File: src/hdl/lsas_pkg.sv
// lsas_pkg: shared constants, micro-op and jump codes, control word type and
// the microcode program of the low speed angle stepper.
// no dependencies; imported by the sequencer, the datapath and the top level.
`timescale 1ns / 1ps

package lsas_pkg;

    // stream payload widths
    localparam int InDataW  = 48;
    localparam int OutDataW = 32;

    // field widths
    localparam int SpeedW  = 14;
    localparam int MagW    = 13;
    localparam int TickW   = 32;
    localparam int AngleW  = 10;
    localparam int PeriodW = 11;
    localparam int StepW   = 4;
    localparam int NumW    = 14;
    localparam int DivW    = 16;
    localparam int CntW    = 4;
    localparam int KW      = 3;
    localparam int PcW     = 3;

    // arithmetic constants
    localparam logic [MagW-1:0] SpeedMax   = 13'd8191;
    localparam logic [MagW-1:0] SmallSpeed = 13'd27;
    localparam logic [NumW-1:0] TickNum    = 14'd1875;
    localparam logic [CntW-1:0] DivLastBit = 4'd10;

    // micro-ops
    localparam logic [2:0] UOP_NOP      = 3'd0;
    localparam logic [2:0] UOP_LOAD     = 3'd1;
    localparam logic [2:0] UOP_DIV_INIT = 3'd2;
    localparam logic [2:0] UOP_DIV_STEP = 3'd3;
    localparam logic [2:0] UOP_EVAL     = 3'd4;
    localparam logic [2:0] UOP_NEXT     = 3'd5;
    localparam logic [2:0] UOP_FINISH   = 3'd6;

    // jump conditions: jump to target when true, else fall through
    localparam logic [2:0] JC_NONE     = 3'd0;
    localparam logic [2:0] JC_ALWAYS   = 3'd1;
    localparam logic [2:0] JC_NO_IN    = 3'd2;
    localparam logic [2:0] JC_ZERO     = 3'd3;
    localparam logic [2:0] JC_CNT_NZ   = 3'd4;
    localparam logic [2:0] JC_MORE     = 3'd5;
    localparam logic [2:0] JC_OUT_BUSY = 3'd6;

    // program addresses
    localparam logic [PcW-1:0] PC_LOAD   = 3'd0;
    localparam logic [PcW-1:0] PC_INIT   = 3'd1;
    localparam logic [PcW-1:0] PC_DIV    = 3'd2;
    localparam logic [PcW-1:0] PC_EVAL   = 3'd3;
    localparam logic [PcW-1:0] PC_NEXT   = 3'd4;
    localparam logic [PcW-1:0] PC_FINISH = 3'd5;
    localparam logic [PcW-1:0] PC_RET    = 3'd6;

    typedef struct packed {
        logic [2:0]     op;
        logic [2:0]     cond;
        logic [PcW-1:0] target;
    } t_uword;

    // datapath flags seen by the sequencer
    typedef struct packed {
        logic in_valid;
        logic s_zero;
        logic cnt_nz;
        logic more;
        logic out_busy;
    } t_status;

    // microcode program
    function automatic t_uword lsas_ucode(input logic [PcW-1:0] pc);
        t_uword w;
        case (pc)
            PC_LOAD:   w = '{op: UOP_LOAD,     cond: JC_NO_IN,    target: PC_LOAD};
            PC_INIT:   w = '{op: UOP_DIV_INIT, cond: JC_ZERO,     target: PC_FINISH};
            PC_DIV:    w = '{op: UOP_DIV_STEP, cond: JC_CNT_NZ,   target: PC_DIV};
            PC_EVAL:   w = '{op: UOP_EVAL,     cond: JC_NONE,     target: PC_LOAD};
            PC_NEXT:   w = '{op: UOP_NEXT,     cond: JC_MORE,     target: PC_INIT};
            PC_FINISH: w = '{op: UOP_FINISH,   cond: JC_OUT_BUSY, target: PC_FINISH};
            PC_RET:    w = '{op: UOP_NOP,      cond: JC_ALWAYS,   target: PC_LOAD};
            default:   w = '{op: UOP_NOP,      cond: JC_ALWAYS,   target: PC_LOAD};
        endcase
        return w;
    endfunction

endpackage

File: src/hdl/lsas_sequencer.sv
// lsas_sequencer: step counter over the microcode table with conditional jumps.
// depends on lsas_pkg for the program and the code constants.
`timescale 1ns / 1ps

module lsas_sequencer
    import lsas_pkg::*;
(
    input  logic       i_clk,
    input  logic       i_rst_n,
    input  t_status    i_status,
    output logic [2:0] o_op
);

    logic [PcW-1:0] r_pc;
    logic [PcW-1:0] n_pc;
    t_uword         w_uw;
    logic           w_jump;

    assign w_uw = lsas_ucode(r_pc);
    assign o_op = w_uw.op;

    // jump condition select
    always_comb begin
        case (w_uw.cond)
            JC_NONE:     w_jump = 1'b0;
            JC_ALWAYS:   w_jump = 1'b1;
            JC_NO_IN:    w_jump = !i_status.in_valid;
            JC_ZERO:     w_jump = i_status.s_zero;
            JC_CNT_NZ:   w_jump = i_status.cnt_nz;
            JC_MORE:     w_jump = i_status.more;
            JC_OUT_BUSY: w_jump = i_status.out_busy;
            default:     w_jump = 1'b1;
        endcase
        n_pc = w_jump ? w_uw.target : r_pc + 1'b1;
    end

    // step counter
    always_ff @(posedge i_clk) begin
        if (!i_rst_n) begin
            r_pc <= PC_LOAD;
        end else begin
            r_pc <= n_pc;
        end
    end

endmodule

File: src/hdl/lsas_datapath.sv
// lsas_datapath: speed magnitude, shift-subtract divider, candidate compare,
// angle and tick state, and the output register.
// depends on lsas_pkg; driven by micro-ops from lsas_sequencer.
`timescale 1ns / 1ps

module lsas_datapath
    import lsas_pkg::*;
(
    input  logic                i_clk,
    input  logic                i_rst_n,
    input  logic [2:0]          i_op,
    output t_status             o_status,
    input  logic                i_s_tvalid,
    output logic                o_s_tready,
    input  logic [InDataW-1:0]  i_s_tdata,
    output logic                o_m_tvalid,
    input  logic                i_m_tready,
    output logic [OutDataW-1:0] o_m_tdata
);

    // working registers
    logic [MagW-1:0]    r_s;
    logic               r_neg;
    logic [TickW-1:0]   r_tick;
    logic [KW-1:0]      r_k;
    logic [KW-1:0]      r_top;
    logic [NumW-1:0]    r_num;
    logic [NumW-1:0]    r_rem;
    logic [PeriodW-1:0] r_q;
    logic [CntW-1:0]    r_cnt;
    logic [DivW-1:0]    r_best;
    logic [PeriodW-1:0] r_t;
    logic [KW-1:0]      r_n;

    // block state
    logic [AngleW-1:0]  r_angle;
    logic [TickW-1:0]   r_last;

    // output register
    logic               r_out_valid;
    logic [AngleW-1:0]  r_out_angle;
    logic [PeriodW-1:0] r_out_t;
    logic [StepW-1:0]   r_out_step;
    logic               r_out_stepped;

    logic [SpeedW-1:0]  w_raw;
    logic [SpeedW-1:0]  w_mag14;
    logic [MagW-1:0]    w_mag;
    logic [DivW-1:0]    w_d;
    logic [DivW-2:0]    w_four_s;
    logic [26:0]        w_dsh;
    logic               w_fits;
    logic [DivW-1:0]    w_rem16;
    logic               w_fold;
    logic [DivW-1:0]    w_err;
    logic               w_better;
    logic [TickW-1:0]   w_diff;
    logic               w_stepped;
    logic [StepW-1:0]   w_step;
    logic [AngleW-1:0]  w_angle_new;
    logic               w_out_busy;
    logic               w_load;
    logic               w_finish;

    // input magnitude, most negative code saturates
    assign w_raw   = i_s_tdata[SpeedW-1:0];
    assign w_mag14 = w_raw[SpeedW-1] ? (~w_raw + 1'b1) : w_raw;
    assign w_mag   = (w_mag14 > {1'b0, SpeedMax}) ? SpeedMax : w_mag14[MagW-1:0];

    // divisor 8s and half point 4s
    assign w_d      = {r_s, 3'b000};
    assign w_four_s = {r_s, 2'b00};

    // one quotient bit per step
    assign w_dsh  = {11'd0, w_d} << r_cnt;
    assign w_fits = {13'd0, r_rem} >= w_dsh;

    // rounding error of this candidate, ties keep the earlier one
    assign w_rem16  = {2'b00, r_rem};
    assign w_fold   = w_rem16 > {1'b0, w_four_s};
    assign w_err    = w_fold ? (w_d - w_rem16) : w_rem16;
    assign w_better = w_err < r_best;

    // step event
    assign w_diff      = r_tick - r_last;
    assign w_stepped   = w_diff >= {{(TickW-PeriodW){1'b0}}, r_t};
    assign w_step      = r_neg ? (~{1'b0, r_n} + 1'b1) : {1'b0, r_n};
    assign w_angle_new = r_angle + {{(AngleW-StepW){w_step[StepW-1]}}, w_step};

    assign w_out_busy = r_out_valid && !i_m_tready;
    assign w_load     = (i_op == UOP_LOAD) && i_s_tvalid;
    assign w_finish   = (i_op == UOP_FINISH) && !w_out_busy;

    assign o_s_tready = (i_op == UOP_LOAD);

    assign o_status.in_valid = i_s_tvalid;
    assign o_status.s_zero   = (r_s == '0);
    assign o_status.cnt_nz   = (r_cnt != '0);
    assign o_status.more     = (r_k < r_top);
    assign o_status.out_busy = w_out_busy;

    // search datapath, no reset needed
    always_ff @(posedge i_clk) begin
        case (i_op)
            UOP_LOAD: begin
                if (w_load) begin
                    r_s    <= w_mag;
                    r_neg  <= w_raw[SpeedW-1];
                    r_tick <= i_s_tdata[SpeedW +: TickW];
                    r_k    <= KW'(1);
                    r_top  <= (w_mag <= SmallSpeed) ? KW'(3) : KW'(5);
                    r_num  <= TickNum;
                    r_best <= '1;
                    r_t    <= PeriodW'(1);
                    r_n    <= '0;
                end
            end
            UOP_DIV_INIT: begin
                r_rem <= r_num;
                r_q   <= '0;
                r_cnt <= DivLastBit;
            end
            UOP_DIV_STEP: begin
                if (w_fits) begin
                    r_rem <= r_rem - w_dsh[NumW-1:0];
                end
                r_q   <= {r_q[PeriodW-2:0], w_fits};
                r_cnt <= r_cnt - 1'b1;
            end
            UOP_EVAL: begin
                if (w_better) begin
                    r_best <= w_err;
                    r_t    <= r_q + {{(PeriodW-1){1'b0}}, w_fold};
                    r_n    <= r_k;
                end
            end
            UOP_NEXT: begin
                r_k   <= r_k + 1'b1;
                r_num <= r_num + TickNum;
            end
            default: begin
            end
        endcase
    end

    // angle and last step tick
    always_ff @(posedge i_clk) begin
        if (!i_rst_n) begin
            r_angle <= '0;
            r_last  <= '0;
        end else if (w_finish && w_stepped) begin
            r_angle <= w_angle_new;
            r_last  <= r_tick;
        end
    end

    // output valid
    always_ff @(posedge i_clk) begin
        if (!i_rst_n) begin
            r_out_valid <= 1'b0;
        end else if (w_finish) begin
            r_out_valid <= 1'b1;
        end else if (i_m_tready) begin
            r_out_valid <= 1'b0;
        end
    end

    // output payload
    always_ff @(posedge i_clk) begin
        if (w_finish) begin
            r_out_angle   <= w_stepped ? w_angle_new : r_angle;
            r_out_t       <= r_t;
            r_out_step    <= w_step;
            r_out_stepped <= w_stepped;
        end
    end

    assign o_m_tvalid = r_out_valid;
    assign o_m_tdata  = {6'd0, r_out_stepped, r_out_step, r_out_t, r_out_angle};

endmodule

File: src/hdl/low_speed_angle_stepper.sv
// low_speed_angle_stepper: top level, microcode sequencer plus datapath.
// one beat is in work at a time; the search runs the 11-step shift-subtract divider
// once per candidate, and is skipped at zero speed.
// the output register holds one result, so the next beat is taken while it waits.
// reset (i_rst_n low, synchronous) clears angle, last step tick and output valid.
`timescale 1ns / 1ps

module low_speed_angle_stepper
    import lsas_pkg::*;
(
    input  logic                i_clk,
    input  logic                i_rst_n,
    input  logic                i_s_tvalid,
    output logic                o_s_tready,
    // [13:0] speed, [45:14] tick_count
    input  logic [InDataW-1:0]  i_s_tdata,
    output logic                o_m_tvalid,
    input  logic                i_m_tready,
    // [9:0] angle, [20:10] step_period, [24:21] step_size, [25] stepped
    output logic [OutDataW-1:0] o_m_tdata
);

    logic [2:0] w_op;
    t_status    w_status;

    // control program
    lsas_sequencer u_seq (
        .i_clk    (i_clk),
        .i_rst_n  (i_rst_n),
        .i_status (w_status),
        .o_op     (w_op)
    );

    // arithmetic and state
    lsas_datapath u_dp (
        .i_clk      (i_clk),
        .i_rst_n    (i_rst_n),
        .i_op       (w_op),
        .o_status   (w_status),
        .i_s_tvalid (i_s_tvalid),
        .o_s_tready (o_s_tready),
        .i_s_tdata  (i_s_tdata),
        .o_m_tvalid (o_m_tvalid),
        .i_m_tready (i_m_tready),
        .o_m_tdata  (o_m_tdata)
    );

endmodule

File: config.mk
export PLATFORM = sky130hd
export DESIGN_NAME = low_speed_angle_stepper
export DESIGN_NICKNAME = d
export VERILOG_FILES = /design/src/hdl/lsas_pkg.sv /design/src/hdl/lsas_sequencer.sv /design/src/hdl/lsas_datapath.sv /design/src/hdl/low_speed_angle_stepper.sv
export SDC_FILE = /design/constraint.sdc
export NUM_CORES = 1
export LEC_CHECK = 0
export BUFFER_PORTS_ARGS = -buffer_cell sky130_fd_sc_hd__buf_4
export CAP_MARGIN = 15
export CORE_ASPECT_RATIO = 0.5
export CORE_MARGIN = 2
export CORE_UTILIZATION = 55
export CTS_BUF_LIST = sky130_fd_sc_hd__clkbuf_8 sky130_fd_sc_hd__clkbuf_16
export CTS_CLUSTER_SIZE = 14
export DETAILED_ROUTE_END_ITERATION = 8
export GPL_ROUTABILITY_DRIVEN = 0
export PLACE_DENSITY = 0.73
export SLEW_MARGIN = 5
export SYNTH_ARGS = -nofsm -noshare
export SYNTH_HDL_FRONTEND = slang
export SYNTH_SLANG_ARGS = --single-unit
File: constraint.sdc
create_clock -name i_clk -period 10.8 [get_ports i_clk]
set_clock_uncertainty 0.15 [all_clocks]
set_input_delay 0.54 -clock i_clk [delete_from_list [all_inputs] [get_ports i_clk]]
set_output_delay 0.54 -clock i_clk [all_outputs]
set_load 0.1 [all_outputs]
==> results list <==
- Final-layout fill cell count: roughly 1900
* Ratio of routed vias to standard cells: around 5.8
* Violated checks: design-rule violations
* Worst r2r path cells: 21
* Worst max-slew margin expressed relative to the limit: a little under a third
- Setup ws final: 5.34 ns
- Mean Syn Cell Area: 9.47 µm²
- After routing the design area is 14300 µm².
- Total clock buffers created by CTS: 17
* FF-to-FF End: u_dp.r_out_angle[2]$_DFFE_PP_
- For this block, the via count after detailed routing is around 10000.
* Min-Delay Endpoint: u_dp.r_tick[1]$_DFFE_PP_
* Part of the Yosys area used for sequential elements: 41.7%
- In the finished design, the share of the clock period the worst path needs comes to 50.5%.
- The worst setup path is of the flip-flop to flip-flop kind.
- The clock net in this run drives a total of a little under 200 sinks.
- Most frequent cells in the layout: 211 x nand2_1, 150 x edfxtp_1, 115 x ha_1
- Path type of the worst min-delay path: input pin to flip-flop
* Cell area after synthesis: 13000 µm²
- The core region is approximately 23000 µm².
- Total setup buffers inserted after CTS: 0
- The startpoint identified for the worst register-to-register timing path is u_dp.r_tick[0]$_DFFE_PP_.
- DRT iter0 DRCs: 947
* Maximum number of pins on one net before global-route repair: 89
- Port buffering added 77 buffers.
- For this design the ratio of total power to cell area is 255 nW/µm².
- Pin placement for this block handled 86 I/O pins.
- The count of nets left with antenna violations once routing finished came out at 0.
- For the worst setup path, the data required time is 10.87 ns.
- Ratio of cells with drive above 1 in the final layout: 9.73%
- After clock tree synthesis, the flow added hold-fix buffers numbering 0.
- The initial utilization of the core area, before any placement, comes to 56.4%.
* Launching element type of the critical path: flip-flop
* DRC violations left: 3
* Arrival time of data at the critical path endpoint: 5.53 ns
* Setup repair after global routing missed its margin: false
* Critical path fanouts, max: 10
- The floorplan step defined a die boundary enclosing 25000 µm².
- Yosys cell types: 74
- Total Power Consumption: 3.66 mW
* Total Wirelength: 28700 µm
- Counting every instance in the synthesized netlist gives 1373.
- Die width: 221 µm
- Number of max-cap violations: 0
- Cell area after placement: 13700 µm²
* Leakage dissipation: 5.74 nW
- The first global-routing pass estimated 47300 µm of wire.
- Number of cell rows: 39
* Clk pin slew, worst setup/hold paths: 0.08 ns
- STA classifies the critical path endpoint as a flip-flop.
* Via count of the first global-routing pass: 9774
* Post-CTS resize count: 0
* Detail-routed net length per standard cell: approximately 16 µm
* H-tree depth: 4
- The die is 113 µm tall.
- Count of nets after finishing: 1595
* Run status: complete, but fails checks
* Number of slew-limit violations in the final report: 0
- The tree is rooted in a clkbuf_16.
- Number of placed instances with taps included: between 1500 and 2000
- Aggregate negative setup slack: 0 ns
- For this run, the number of Yosys warnings is 0.
- The later pin in the worst-skew pair is clocked with a latency of 0.46 ns.
* CTS tree: done
- The repair_antennas step left the layout with diodes totalling 0.
* Async SR Flop Fraction: 0%
- Synth Flop Type: edfxtp_1
- Overall Global Routing Usage: 23.7%
- The clock period could shrink to 5.46 ns.
* GR Overflow Total: 0
- Counting instances, the worst hold path has a depth of 1.
- Placed wire-length estimate: 20900 µm
- The synthesized design contains 150 enable-type register cells.
- Setup violations remaining at the end of the flow were counted as 0.
- IR analysis of the VDD net gives a maximum drop of 0.128 mV.
- Fin. Hold Viols: 0
- At the end of the flow the core is filled with cells to a little over 60%.
- Max clock buf depth: 2
- Number of non-filler instances in the completed layout: 1746
* Reg2Reg Setup Slack: 5.34 ns
- Maximum operating frequency: 0.183 GHz
- HP Start: i_s_tdata[15]
- Final worst hold slack: 0.0967 ns
- Worst slack, placed: 5.51 ns
* Transition time at the pin with the least slew margin: 1.03 ns
- Antenna violations before repair: 0
- Seq cells post-synth: 196
- Compared with the post-synthesis result, the final layout area differs by 10.2%.
- The pre-antenna-repair detailed-routing pass consisted of 7 iterations.
- The library cell used most frequently in the layout, excluding fill and tap cells, is nand2_1.
==> layer usage <==
layer  share of wire [%]  track usage [%]
met5                   0                0
met4                 2.4             9.59
met3                 6.6             5.53
met2                  46             39.1
met1                  45             30.5
==> synth_stat cells (all sizes together) (3+ instances only) <==
master     n  area share [%]
nand2    211             6.1
edfxtp   150              35
ha       115              11
inv      112             3.2
nor2      87             2.5
a21oi     77             3.0
o21ai     66             2.5
mux2i     58             4.5
dfxtp     46             7.1
xnor2     42             2.8
clkbuf    37             1.1
xor2      36             2.4
nand2b    31             1.5
a21o      25             1.4
nor3      25            0.96
nand3     22            0.85
and2      18            0.89
buf       17             1.3
nand4     17            0.82
nor2b     17            0.82
or3       15            0.72
o21a      14            0.81
and3      10            0.48
o21bai    10            0.58
nor4       9            0.43
o31ai      9            0.52
a31oi      8            0.39
a211oi     6            0.35
a21boi     6            0.35
o211ai     6            0.35
or2        6            0.29
mux4       5            0.87
o31a       5            0.35
a2111oi    4            0.32
nand3b     4            0.23
o211a      4            0.31
o22ai      4            0.19
a31o       3            0.20
nand4b     3            0.32
or4        3            0.17
==> layout make-up <==
type                            instances  area (µm²)  share of cell area [%]
Timing Repair Buffer                   83         639                    4.46
Sequential cell                       196        5430                    37.9
Multi-Input combinational cell       1016        6890                    48.1
Clock inverter                         15         136                   0.952
Inverter                              112         420                    2.94
Tap cell                              307         384                    2.68
Clock buffer                           17         425                    2.97
==> cells by family after synthesis <==
group / count (synthesis) / synth area share [%]
AO/OA/AOI/OAI: 268 / 13.2
XOR/XNOR: 78 / 5.26
adder cells (fa/ha/maj): 117 / 11.4
buffers and inverters: 166 / 5.59
flip-flops: 196 / 41.7
multiplexers: 64 / 5.42
other: 1 / 0.0288
AND/OR/NAND/NOR: 483 / 17.4
==> flip-flops by register name (all words and copies together) (netlist names), 11 cells and up <==
register	flops
u_dp.r_best	16
u_dp.r_last	32
u_dp.r_num	14
u_dp.r_out_t	11
u_dp.r_q	11
u_dp.r_rem	14
u_dp.r_s	13
u_dp.r_t	11
u_dp.r_tick	32
==> worst max-delay path, cell delays in order, from the launching register on <==
cell and delay (ns):
edfxtp_1 0.39, inv_1 0.07, ha_1 0.16, inv_1 0.06
fa_1 0.43, a211oi_1 0.23, o21bai_1 0.12, a21oi_1 0.33
o21ai_0 0.23, a21o_1 0.22, a21oi_1 0.19, xnor2_1 0.12
ha_1 0.21, a2111oi_0 0.37, a31oi_1 0.15, nor4_1 0.20
nand3_1 0.11, nor4_1 0.31, nand4_1 0.23, nand4b_1 0.62
nor2_1 0.26, nor2_1 0.06
==> report_power, final <==
part | total, mW | internal (mW) | switching [mW]
logic | 1.75 | 0.681 | 1.07
clock network | 0.624 | 0.305 | 0.319
registers | 1.28 | 1.09 | 0.191
total | 3.66 | 2.08 | 1.58
==> how the worst max path moves through the flow <==
stage / startpoint / end / slack (ns) / cells after the start
3_3_place_gp: u_dp.r_tick[0]$_DFFE_PP_ / u_dp.r_out_angle[2]$_DFFE_PP_ / 5.65 / 21
3_5_place_dp: u_dp.r_tick[0]$_DFFE_PP_ / u_dp.r_out_angle[2]$_DFFE_PP_ / 5.51 / 21
2_1_floorplan: u_dp.r_rem[3]$_DFFE_PP_ / u_dp.r_best[0]$_SDFFCE_PP1P_ / 3.04 / 23
6_report: u_dp.r_tick[0]$_DFFE_PP_ / u_dp.r_out_angle[2]$_DFFE_PP_ / 5.34 / 21
4_1_cts: u_dp.r_tick[0]$_DFFE_PP_ / u_dp.r_out_angle[2]$_DFFE_PP_ / 5.44 / 21
5_1_grt: u_dp.r_tick[0]$_DFFE_PP_ / u_dp.r_out_angle[2]$_DFFE_PP_ / 5.09 / 21
No activity file was read; power rests on OpenSTA's default activity.
